<file path="src/hdl/whp_pkg.sv">
// shared types, codes and constants of the wbmp header parser
`timescale 1ns / 1ps
package whp_pkg;

	// field widths
	localparam int DIM_W    = 24;
	localparam int HDR_W    = 4;
	localparam int TOTAL_W  = 46;
	localparam int ACC_W    = 32;
	localparam int STATUS_W = 2;

	// defaults for top level parameters
	localparam int MAX_VALUE_BYTES_DEF = 5;
	localparam int QUEUE_DEPTH_DEF     = 4;

	// header window limits
	localparam logic [HDR_W-1:0] HDR_WINDOW = 4'd12;
	localparam logic [HDR_W-1:0] HDR_MIN    = 4'd4;
	localparam logic [HDR_W-1:0] HDR_SAT    = 4'd15;

	// reset value of the dimension limit
	localparam logic [DIM_W-1:0] MAX_DIM_RESET = 24'd65535;

	// status codes
	localparam logic [STATUS_W-1:0] ST_OK          = 2'd0;
	localparam logic [STATUS_W-1:0] ST_UNDERFLOW   = 2'd1;
	localparam logic [STATUS_W-1:0] ST_UNSUPPORTED = 2'd2;
	localparam logic [STATUS_W-1:0] ST_CORRUPT     = 2'd3;

	// parsed header handed from front to back
	typedef struct packed {
		logic [STATUS_W-1:0] status;
		logic [DIM_W-1:0]    width;
		logic [DIM_W-1:0]    height;
		logic [HDR_W-1:0]    hdr_len;
	} job_t;

	// finished result
	typedef struct packed {
		logic [STATUS_W-1:0] status;
		logic [DIM_W-1:0]    width;
		logic [DIM_W-1:0]    height;
		logic [HDR_W-1:0]    hdr_len;
		logic [TOTAL_W-1:0]  total;
	} result_t;

endpackage

</file>
<file path="src/hdl/whp_fifo.sv">
// small register queue with full and empty flags
`timescale 1ns / 1ps
module whp_fifo #(
	parameter int WIDTH = 8,
	parameter int DEPTH = 4
) (
	input  logic             clk,
	input  logic             arst_n,
	input  logic             push,
	input  logic [WIDTH-1:0] wr_data,
	output logic             full,
	input  logic             pop,
	output logic [WIDTH-1:0] rd_data,
	output logic             empty
);

	localparam int PTR_W = (DEPTH > 1) ? $clog2(DEPTH) : 1;
	localparam int CNT_W = $clog2(DEPTH + 1);
	localparam logic [PTR_W-1:0] LAST_PTR = PTR_W'(DEPTH - 1);
	localparam logic [CNT_W-1:0] FULL_CNT = CNT_W'(DEPTH);

	logic [WIDTH-1:0] mem_q [DEPTH];
	logic [PTR_W-1:0] wr_ptr_q;
	logic [PTR_W-1:0] rd_ptr_q;
	logic [CNT_W-1:0] count_q;
	logic             do_push;
	logic             do_pop;

	// flags and transfer qualifiers
	assign full    = (count_q == FULL_CNT);
	assign empty   = (count_q == '0);
	assign do_push = push && !full;
	assign do_pop  = pop && !empty;
	assign rd_data = mem_q[rd_ptr_q];

	// storage
	always_ff @(posedge clk) begin
		if (do_push) begin
			mem_q[wr_ptr_q] <= wr_data;
		end
	end

	// pointers and fill count
	always_ff @(posedge clk or negedge arst_n) begin
		if (!arst_n) begin
			wr_ptr_q <= '0;
			rd_ptr_q <= '0;
			count_q  <= '0;
		end else begin
			if (do_push) begin
				wr_ptr_q <= (wr_ptr_q == LAST_PTR) ? '0 : wr_ptr_q + 1'b1;
			end
			if (do_pop) begin
				rd_ptr_q <= (rd_ptr_q == LAST_PTR) ? '0 : rd_ptr_q + 1'b1;
			end
			if (do_push && !do_pop) begin
				count_q <= count_q + 1'b1;
			end else if (do_pop && !do_push) begin
				count_q <= count_q - 1'b1;
			end
		end
	end

endmodule

</file>
<file path="src/hdl/whp_front.sv">
// byte parser: walks the header and issues one job per file
`timescale 1ns / 1ps
module whp_front
	import whp_pkg::*;
#(
	parameter int MAX_VALUE_BYTES = MAX_VALUE_BYTES_DEF
) (
	input  logic             clk,
	input  logic             arst_n,
	input  logic             cfg_wr_en,
	input  logic [DIM_W-1:0] cfg_wr_data,
	input  logic             byte_valid,
	input  logic [7:0]       data_byte,
	input  logic             first_of_file,
	input  logic             end_of_data,
	output logic             job_valid,
	output job_t             job
);

	localparam logic [2:0] PH_TYPE    = 3'd0;
	localparam logic [2:0] PH_FIX     = 3'd1;
	localparam logic [2:0] PH_WIDTH   = 3'd2;
	localparam logic [2:0] PH_HEIGHT  = 3'd3;
	localparam logic [2:0] PH_BADTYPE = 3'd4;
	localparam logic [2:0] MAX_BYTES  = 3'(MAX_VALUE_BYTES);

	logic [DIM_W-1:0] max_dim_q;
	logic [2:0]       phase_q, phase_c, phase_n;
	logic [ACC_W-1:0] acc_q, acc_c, acc_n, acc_shift;
	logic [2:0]       biv_q, biv_c, biv_n;
	logic [HDR_W-1:0] hbs_q, hbs_c, hbs_n;
	logic [DIM_W-1:0] wid_q, wid_c, wid_n;
	logic             fin_q, fin_c, fin_n;
	logic             emit;
	logic [STATUS_W-1:0] code;
	logic             ok;

	// configuration register
	always_ff @(posedge clk or negedge arst_n) begin
		if (!arst_n) begin
			max_dim_q <= MAX_DIM_RESET;
		end else if (cfg_wr_en) begin
			max_dim_q <= cfg_wr_data;
		end
	end

	// a start mark clears the parse state first
	always_comb begin
		if (first_of_file) begin
			phase_c = PH_TYPE;
			acc_c   = '0;
			biv_c   = '0;
			hbs_c   = '0;
			wid_c   = '0;
			fin_c   = 1'b0;
		end else begin
			phase_c = phase_q;
			acc_c   = acc_q;
			biv_c   = biv_q;
			hbs_c   = hbs_q;
			wid_c   = wid_q;
			fin_c   = fin_q;
		end
	end

	assign acc_shift = {acc_c[ACC_W-8:0], data_byte[6:0]};

	// per byte parse step
	always_comb begin
		phase_n = phase_c;
		acc_n   = acc_c;
		biv_n   = biv_c;
		hbs_n   = hbs_c;
		wid_n   = wid_c;
		fin_n   = fin_c;
		emit    = 1'b0;
		code    = ST_OK;
		ok      = 1'b0;
		if (!fin_c) begin
			if (hbs_c < HDR_SAT) begin
				hbs_n = hbs_c + 1'b1;
			end
			unique case (phase_c)
				PH_TYPE: begin
					phase_n = (data_byte != 8'd0) ? PH_BADTYPE : PH_FIX;
					if (end_of_data) begin
						emit = 1'b1;
						code = ST_UNDERFLOW;
					end
				end
				PH_FIX: begin
					phase_n = PH_WIDTH;
					if (end_of_data) begin
						emit = 1'b1;
						code = ST_UNDERFLOW;
					end
				end
				PH_BADTYPE: begin
					if (hbs_n >= HDR_MIN) begin
						emit = 1'b1;
						code = ST_UNSUPPORTED;
					end else if (end_of_data) begin
						emit = 1'b1;
						code = ST_UNDERFLOW;
					end
				end
				PH_WIDTH, PH_HEIGHT: begin
					if (biv_c >= MAX_BYTES) begin
						emit = 1'b1;
						code = ST_CORRUPT;
					end else if (acc_shift > {{(ACC_W-DIM_W){1'b0}}, max_dim_q}) begin
						acc_n = acc_shift;
						emit  = 1'b1;
						code  = ST_CORRUPT;
					end else begin
						acc_n = acc_shift;
						biv_n = biv_c + 1'b1;
						if (!data_byte[7] && phase_c == PH_HEIGHT) begin
							emit = 1'b1;
							ok   = 1'b1;
							code = ST_OK;
						end else begin
							if (!data_byte[7]) begin
								wid_n   = acc_shift[DIM_W-1:0];
								acc_n   = '0;
								biv_n   = '0;
								phase_n = PH_HEIGHT;
							end
							if (end_of_data || hbs_n >= HDR_WINDOW) begin
								emit = 1'b1;
								code = ST_UNDERFLOW;
							end
						end
					end
				end
				default: begin
					emit = 1'b1;
					code = ST_CORRUPT;
				end
			endcase
			if (emit) begin
				fin_n = 1'b1;
			end
		end
	end

	// job record: dimensions and header length only on success
	always_comb begin
		job_valid   = byte_valid && emit;
		job.status  = code;
		job.width   = ok ? wid_c : '0;
		job.height  = ok ? acc_shift[DIM_W-1:0] : '0;
		job.hdr_len = ok ? hbs_n : '0;
	end

	// parse state
	always_ff @(posedge clk or negedge arst_n) begin
		if (!arst_n) begin
			phase_q <= PH_TYPE;
			acc_q   <= '0;
			biv_q   <= '0;
			hbs_q   <= '0;
			wid_q   <= '0;
			fin_q   <= 1'b0;
		end else if (byte_valid) begin
			phase_q <= phase_n;
			acc_q   <= acc_n;
			biv_q   <= biv_n;
			hbs_q   <= hbs_n;
			wid_q   <= wid_n;
			fin_q   <= fin_n;
		end
	end

endmodule

</file>
<file path="src/hdl/whp_back.sv">
// length unit: row bytes times height plus header, into the result queue
`timescale 1ns / 1ps
module whp_back
	import whp_pkg::*;
#(
	parameter int QUEUE_DEPTH = QUEUE_DEPTH_DEF
) (
	input  logic    clk,
	input  logic    arst_n,
	input  logic    job_empty,
	input  job_t    job,
	output logic    job_pop,
	input  logic    res_pop,
	output logic    res_empty,
	output result_t res
);

	localparam int ROW_W = DIM_W - 2;

	logic               valid_s1;
	job_t               job_s1;
	logic [TOTAL_W-1:0] prod_s1;
	logic [DIM_W:0]     wid_ext;
	logic [ROW_W-1:0]   row_bytes;
	logic               res_full;
	logic               adv_s1;
	result_t            res_in;

	// bytes per row, rounded up
	assign wid_ext   = {1'b0, job.width} + (DIM_W+1)'(7);
	assign row_bytes = wid_ext[DIM_W:3];

	// stage handshakes
	assign adv_s1  = valid_s1 && !res_full;
	assign job_pop = !job_empty && (!valid_s1 || !res_full);

	// multiply stage
	always_ff @(posedge clk or negedge arst_n) begin
		if (!arst_n) begin
			valid_s1 <= 1'b0;
		end else if (job_pop) begin
			valid_s1 <= 1'b1;
		end else if (adv_s1) begin
			valid_s1 <= 1'b0;
		end
	end

	always_ff @(posedge clk) begin
		if (job_pop) begin
			job_s1  <= job;
			prod_s1 <= TOTAL_W'(row_bytes) * TOTAL_W'(job.height);
		end
	end

	// add the header length
	always_comb begin
		res_in.status  = job_s1.status;
		res_in.width   = job_s1.width;
		res_in.height  = job_s1.height;
		res_in.hdr_len = job_s1.hdr_len;
		res_in.total   = prod_s1 + {{(TOTAL_W-HDR_W){1'b0}}, job_s1.hdr_len};
	end

	// result queue
	whp_fifo #(
		.WIDTH ($bits(result_t)),
		.DEPTH (QUEUE_DEPTH)
	) u_res_fifo (
		.clk     (clk),
		.arst_n  (arst_n),
		.push    (adv_s1),
		.wr_data (res_in),
		.full    (res_full),
		.pop     (res_pop),
		.rd_data (res),
		.empty   (res_empty)
	);

endmodule

</file>
<file path="src/hdl/wbmp_header_parser_unit.sv">
// top level of the wbmp type 0 header parser
//
//  port group   direction  transfer on           payload
//  input bytes  in         push & !full          data_byte, first_of_file, end_of_data
//  results      out        pop & !empty          status, image_width, image_height,
//                                                header_length, total_length
//  config       in         cfg_wr_en             cfg_wr_data (max dimension)
//
// one byte is taken every cycle while full is low; the parser decides each byte in the cycle it is taken.
// a result passes from the job queue through the multiply stage into the result queue,
// and each of them holds it while the one after it is full.
// the multiply stage holds the 22 x 24 bit row length product.
// full rises only when the job queue is full, i.e. when results are not popped.
// arst_n clears all control state; max dimension returns to 65535.
`timescale 1ns / 1ps
module wbmp_header_parser_unit
	import whp_pkg::*;
#(
	parameter int MAX_VALUE_BYTES = MAX_VALUE_BYTES_DEF,
	parameter int QUEUE_DEPTH     = QUEUE_DEPTH_DEF
) (
	input  logic                clk,
	input  logic                arst_n,
	input  logic                cfg_wr_en,
	input  logic [DIM_W-1:0]    cfg_wr_data,
	input  logic                push,
	output logic                full,
	input  logic [7:0]          data_byte,
	input  logic                first_of_file,
	input  logic                end_of_data,
	input  logic                pop,
	output logic                empty,
	output logic [STATUS_W-1:0] status,
	output logic [DIM_W-1:0]    image_width,
	output logic [DIM_W-1:0]    image_height,
	output logic [HDR_W-1:0]    header_length,
	output logic [TOTAL_W-1:0]  total_length
);

	logic    byte_valid;
	logic    job_valid;
	job_t    job_in;
	job_t    job_out;
	logic    job_full;
	logic    job_empty;
	logic    job_pop;
	result_t res;

	// input transfer
	assign full       = job_full;
	assign byte_valid = push && !job_full;

	// front: header parser
	whp_front #(
		.MAX_VALUE_BYTES (MAX_VALUE_BYTES)
	) u_front (
		.clk           (clk),
		.arst_n        (arst_n),
		.cfg_wr_en     (cfg_wr_en),
		.cfg_wr_data   (cfg_wr_data),
		.byte_valid    (byte_valid),
		.data_byte     (data_byte),
		.first_of_file (first_of_file),
		.end_of_data   (end_of_data),
		.job_valid     (job_valid),
		.job           (job_in)
	);

	// queue between parser and length unit
	whp_fifo #(
		.WIDTH ($bits(job_t)),
		.DEPTH (QUEUE_DEPTH)
	) u_job_fifo (
		.clk     (clk),
		.arst_n  (arst_n),
		.push    (job_valid),
		.wr_data (job_in),
		.full    (job_full),
		.pop     (job_pop),
		.rd_data (job_out),
		.empty   (job_empty)
	);

	// back: length unit and result queue
	whp_back #(
		.QUEUE_DEPTH (QUEUE_DEPTH)
	) u_back (
		.clk       (clk),
		.arst_n    (arst_n),
		.job_empty (job_empty),
		.job       (job_out),
		.job_pop   (job_pop),
		.res_pop   (pop),
		.res_empty (empty),
		.res       (res)
	);

	// result fields
	assign status        = res.status;
	assign image_width   = res.width;
	assign image_height  = res.height;
	assign header_length = res.hdr_len;
	assign total_length  = res.total;

endmodule

</file>
<file path="config.mk">
export PLATFORM = sky130hd
export DESIGN_NAME = wbmp_header_parser_unit
export DESIGN_NICKNAME = d
export VERILOG_FILES = /design/src/hdl/whp_pkg.sv /design/src/hdl/whp_fifo.sv /design/src/hdl/whp_front.sv /design/src/hdl/whp_back.sv /design/src/hdl/wbmp_header_parser_unit.sv
export SDC_FILE = /design/constraint.sdc
export NUM_CORES = 2
export LEC_CHECK = 0
export BUFFER_PORTS_ARGS = -buffer_cell sky130_fd_sc_hd__buf_2
export CORE_ASPECT_RATIO = 2
export CORE_UTILIZATION = 40
export CTS_BUF_LIST = sky130_fd_sc_hd__clkbuf_16
export DETAILED_ROUTE_END_ITERATION = 7
export MAX_ROUTING_LAYER = met4
export SLEW_MARGIN = 0
export SYNTH_ARGS = -nofsm -noshare
export SYNTH_HDL_FRONTEND = slang
export SYNTH_HIERARCHICAL = 1
export SYNTH_SLANG_ARGS = --single-unit
</file>
<file path="constraint.sdc">
create_clock -name clk -period 11.5 [get_ports clk]
set_input_delay 1.15 -clock clk [delete_from_list [all_inputs] [get_ports clk]]
set_output_delay 1.15 -clock clk [all_outputs]
set_load 0.03 [all_outputs]
</file>
### Word level (Yosys, flattened, before mapping)

Memories as Yosys holds them, arrays and structs flattened.
Index checks and enable logic that the tools add are counted.

* memories kept: 2
* bits of input ports: 39
* word-level logic and storage cells: 158
* output and inout bits: 102
* flip-flop bits (word level): 206
* RAM bits: 616

* equal/unequal tests: 10
* $lt $le $gt $ge: 5
* add/subtract/negate cells: 12
* muxes and demuxes: 75
* multiply operators: 1
* reduce and logical (&&, ||, !) cells: 34

Memories
* u_back.u_res_fifo.mem_q: depth 4, bits a word 100, read ports 1, clocked after memory_dff 0, wr ports 1, line whp_fifo.sv:22 `logic [WIDTH-1:0] mem_q [DEPTH];`
* u_job_fifo.mem_q: depth 4, bits a word 54, read ports 1, clocked after memory_dff 0, wr ports 1, line whp_fifo.sv:22

Operator list (number)
* $mux 32: 7
* $mux 24: 9
* $mux 3: 18
* $add 46x4->46: 1
* $mul 22x24->46: 1
* $gt 32x24->1: 1
* $add 24x3->25 const B: 1
* $mux 1: 24
* $mux 4: 5
* $mux 2: 9
* $logic_and 1x1->1: 13
* $logic_not 1->1: 10
* $add 3x1->3 const B: 3
* $eq 3x3->1 const B: 3
* $logic_not 3->1: 3
* $pmux 3 s3: 1
* $add 2x1->2 const B: 4
* $eq 2x2->1 const B: 4
* $reduce_bool 8->1: 1
* $eq 3x2->1 const B: 2
* $pmux 2 s3: 1
* $reduce_bool 2->1: 3
* $sub 3x1->3 const B: 2
* $add 4x1->4 const B: 1
* 8 further kinds: 10

### Logic depth before layout (Yosys ltp)

* depth after elaboration: 19
* gate-level depth with buffers: 33
* mapped depth without buffers: 28

### By module

Netlist, hierarchy kept.

Modules (own cells, without submodules)
* whp_back: instances 1, area each 21782.1 um2, cells each 2312
* whp_fifo at u_back.u_res_fifo: instances 1, area each 14871.8 um2, cells each 559
* whp_fifo at u_job_fifo: instances 1, area each 8252.9 um2, cells each 319
* whp_front: instances 1, area each 4838.4 um2, cells each 512
* wbmp_header_parser_unit: instances 1, area each 13.8 um2, cells each 1

### Worst setup path before layout

OpenSTA, ideal clock, no wires.

* path type: reg-to-reg
* from: register u_job_fifo.rd_ptr_q[0]
* to: register u_back.prod_s1[44], data pin
* clock period less this slack: 8.613 ns
* slack: 2.887 ns
* arrival: 8.339 ns
* cell stages (with the launch flop): 31
* required time: 11.226 ns
* path buffers: 4
* cells stage by stage: dfrtp_1 > buf_6 > buf_6 > mux4_2 > o311ai_4 > nor4_4 > and4_1 > and4_1 > buf_4 > xor2_1 > buf_2 > nand2_1 > fa_1 > inv_1 > fa_1 > inv_1 > fa_1 > inv_1 > fa_1 > fa_1 > fa_1 > inv_1 > fa_1 > inv_1 > ha_1 > nand4_1 > or4_1 > nor3b_1 > nor4_1 > o41ai_1 > xor2_1

RTL lines
* start, declared: line whp_fifo.sv:24 `logic [PTR_W-1:0] rd_ptr_q;`
* start signal, assigned: line whp_fifo.sv:54 `rd_ptr_q <= (rd_ptr_q == LAST_PTR) ? '0 : rd_ptr_q + 1'b1;`
* end signal, assigned: line whp_back.sv:51 `prod_s1 <= TOTAL_W'(row_bytes) * TOTAL_W'(job.height);`
* end, declared: line whp_back.sv:22 `logic [TOTAL_W-1:0] prod_s1;`

==> results.md <==
Setup path:
- The kind of cell adding the most delay to the critical path is adder cells.
- The category of the critical setup timing path is register to register.
- The largest individual stage delay along the critical path comes from the cell a2111oi_0.
- The endpoint required time on the critical path is approximately 12 ns.
- Counting both buffers and inverters, the worst setup path holds a total of 3.
- The cell repeated most along the worst path is fa_1.
- For the worst setup path, the data arrival time is 10.24 ns.
- STA classifies the critical path startpoint as a register.
- The critical path endpoint category is a register.
- Along the worst path, the maximum fanout reaches 24.
- The delay of the slowest critical-path stage is 0.65 ns.

STA:
- Static timing analysis puts the maximum clock frequency at 101 MHz.
- The number of setup violations in the final report is 0.
- Summed over all failing endpoints, the final setup total negative slack is 0 ns.
- The max-slew violation total from the final report was 0.
- The final number of hold-violating endpoints was 0.
- The worst-margin pin slew is 1.17 ns.
- The maximum clock skew at final layout is 0.0322 ns.
- Subtracting the final worst setup slack from the clock period gives just under 10 ns.
- The share of the clock period used by the worst path after layout is 86.0%.
- Setup repair after global routing left no endpoint under its margin.
- The worst pin sits at a relative slew slack of 22.0%.

Die:
- The number of ports placed on the die boundary is ~140.
- The die covers about 130,000 um2.
- The vertical extent of the die is about 500 um.
- The die is between 200 and 300 um wide.
- The row count is about 180.
- The starting density of the core is 40.4%.
- The core area is 123,000 um2.

Logic synthesis:
- The register bit total from synthesis is between 800 and 900.
- The share of synthesized area in the top cell type comes to 43.2%.
- The fraction of registers with async set/reset is between 10% and 20%.
- After synthesis, the netlist uses 89 different library cells.
- The post-synthesis compound-gate area fraction is 4.07%.
- Summing the areas of all xor and xnor instances in the mapped netlist gives approximately 2.1% of the synthesized area.
- The number of nets in the synthesized netlist is about 4,400.
- For this run, the number of Yosys warnings is 6.
- The mux cell area share after synthesis is 7.44%.
- The share of the Yosys chip area taken by registers is 48.2%.
- The instance count of the mapped netlist is around 3,700.
- The area share of fa/ha/maj cells after synthesis is 22.8%.
- The most instantiated flip-flop cell in the synthesis netlist is edfxtp_1.
- The average cell area after synthesis is 13.4 um2.
- By count the netlist is led by edfxtp_1 (716), inv_1 (544), fa_1 (440), nand2_1 (401), and2_1 (282).
- The cell with the most instances after synthesis is edfxtp_1.
- The main combinational cell family by area after synthesis is adder cells.
- By area the synthesized netlist is led by edfxtp_1 (43%), fa_1 (18%), mux4_2 (7.0%), ha_1 (5.0%), dfrtp_1 (4.2%).
- The number of enable-type register cells in the synthesized netlist is a little over 700.
- The cell area that synthesis handed to floorplanning was 49,800 um2.
- The largest area contributor in the netlist is edfxtp_1.
- Summing the areas of all and, or, nand and nor instances in the mapped netlist gives 9.55% of the synthesized area.

Global route:
- The number of antenna violations at the first check in global routing is 0.
- The total global routing overflow is 0.
- The global-route track usage on met3 is between 2 and 2.5%.
- The first global-routing pass estimated 189,000 um of wire.
- The most crowded layer after global routing is met2.
- The met2 track utilization from global routing is 39.7%.
- In the global route stage, overall resource usage came out at roughly 21%.
- Entering global routing, the biggest net connects 59 pins.
- The via count of the first global-routing pass is around 32,000.
- For this run, global-route usage on met1 was measured as a little over a fifth.

Clock tree:
- The number of gates resized after CTS was 0.
- The clock latency on the worst-skew pair is 0.64 ns.
- In this run, CTS created clock tree buffers numbering roughly 80.
- The clock tree from TritonCTS is yes.
- The number of buffers inserted to repair setup after CTS is 0.
- In this run the number of H-tree levels came out at 3.
- In this run the deepest clock path goes through 3 buffers.
- The tree is rooted in a clkbuf_16.
- The number of hold buffers added after CTS was 0.
- Counting every sink on the clock net gives 815.
- The clock-pin transition on the worst setup and hold timing paths is 0.06 ns.

Final layout:
- The fraction of layout cells with a size suffix above 1 is 14.0%.
- The final layout contains 4,474 nets.
- Relative to the synthesized area, the layout overhead comes to 10.3%.

Drt:
- Summing over every cut layer, the via total after detailed routing is 28,900.
- The number of search-and-repair iterations in the first detailed-routing pass is 5.
- The DRC violation count after routing is 0.
- The detail-routed via count per cell is 5.24.
- For this block, the routed nets add up to ~120,000 um of wire.
- The count of nets left with antenna violations once routing finished came out at 0.
- After the first detailed-routing iteration, the DRC count stood at 1,424.
- The average wire length per cell after detail routing is 22.3 um.

Place:
- At the end of routability-driven placement, the weighted congestion stood at about 0.98.
- The total of buffers placed on input and output ports is 140.
- The half-perimeter wire length after detailed placement is 89,900 um.

Outcome:
- The run finished with clean final reports.

Run:
- The tool flagged a number of max-cap violations equal to 0.

Worst hold path:
- The min-delay analysis places its worst path in the category register to register.
==> cell type report <==
class / instances / area, um2
tap: 1656 / 2070
multi-input combinational: 2172 / 23100
sequential: 815 / 24000
antenna: 1 / 2.50
clock buffer: 81 / 2030
timing repair buffer: 183 / 1030
fill: 11100 / 68300
clock inverter: 63 / 629
inverter: 545 / 2050
==> placed cells by master, fill, tap and decap left out, drive strengths merged, types with 71 or more instances in the layout <==
master  count
xnor2      79
fa        440
edfxtp    716
inv       558
ha        200
and2      282
nor2       78
dfrtp      83
o21ai      77
nand2     401
buf       183
a21oi      71
clkbuf     81
mux4      154
==> logic make-up after synthesis <==
| family | count (synthesis) |
|---|---|
| AO/OA/AOI/OAI | 298 |
| XOR/XNOR | 117 |
| AND/OR/NAND/NOR | 941 |
| buffers and inverters | 716 |
| flip-flops | 815 |
| multiplexers | 175 |
| adder cells (fa/ha/maj) | 641 |
==> layer usage <==
metal / vias up / wire length (um)
li1: 12700 / -
met1: 15000 / 42900
met2: 793 / 70200
met3: 314 / 4050
met4: 0 / 5660
met5: - / 0
==> flip-flops by register name, summed over array words and instances (netlist names) <==
register,flops
u_job_fifo/count_q,3
u_job_fifo/wr_ptr_q,2
u_job_fifo/rd_ptr_q,2
u_back/u_res_fifo/count_q,3
u_front/biv_q,3
u_back/valid_s1,1
u_front/acc_q,25
u_back/prod_s1,46
u_front/phase_q,3
u_front/max_dim_q,24
u_job_fifo/mem_q,216
u_back/u_res_fifo/wr_ptr_q,2
u_back/u_res_fifo/mem_q,400
u_front/fin_q,1
u_front/hbs_q,4
u_front/wid_q,24
u_back/job_s1,54
u_back/u_res_fifo/rd_ptr_q,2
==> final timing paths <==
path / from / endpoint / slack (ns) / cells past startpoint
min: u_back/job_s1[11]$_DFFE_PP_ / u_back/u_res_fifo/mem_q[3][57]$_DFFE_PP_ / 0.49 / 0
max in group asynchronous: arst_n / u_back/u_res_fifo/rd_ptr_q[1]$_DFFE_PN0P_ / 9.72 / 2
min reg2reg: u_back/job_s1[11]$_DFFE_PP_ / u_back/u_res_fifo/mem_q[3][57]$_DFFE_PP_ / 0.49 / 0
max reg2reg: u_job_fifo/rd_ptr_q[0]$_DFFE_PN0P_ / u_back/prod_s1[42]$_DFFE_PP_ / 1.61 / 26
max: u_job_fifo/rd_ptr_q[0]$_DFFE_PN0P_ / u_back/prod_s1[42]$_DFFE_PP_ / 1.61 / 26
min in group asynchronous: arst_n / u_front/wid_q[14]$_DFFE_PN0P_ / 0.51 / 1
==> per-stage QoR <==
stage               hold WS [ns]  utilization, %  cells  setup slack, ns  area (um2)
finish                     0.493            44.5   5516             1.61       54900
detailed placement         0.484            42.4   5371             1.67       52200
CTS                        0.500            44.5   5515             1.65       54900
floorplan                  0.458               -   3703             2.89       49800
global route               0.510            44.5   5515             1.21       54900
global placement           0.472            42.4   5371             1.79       52200
Power is left out: the tool's default activity adds up to more than one toggle a clock period on the data nets, which glitch-free logic cannot reach.
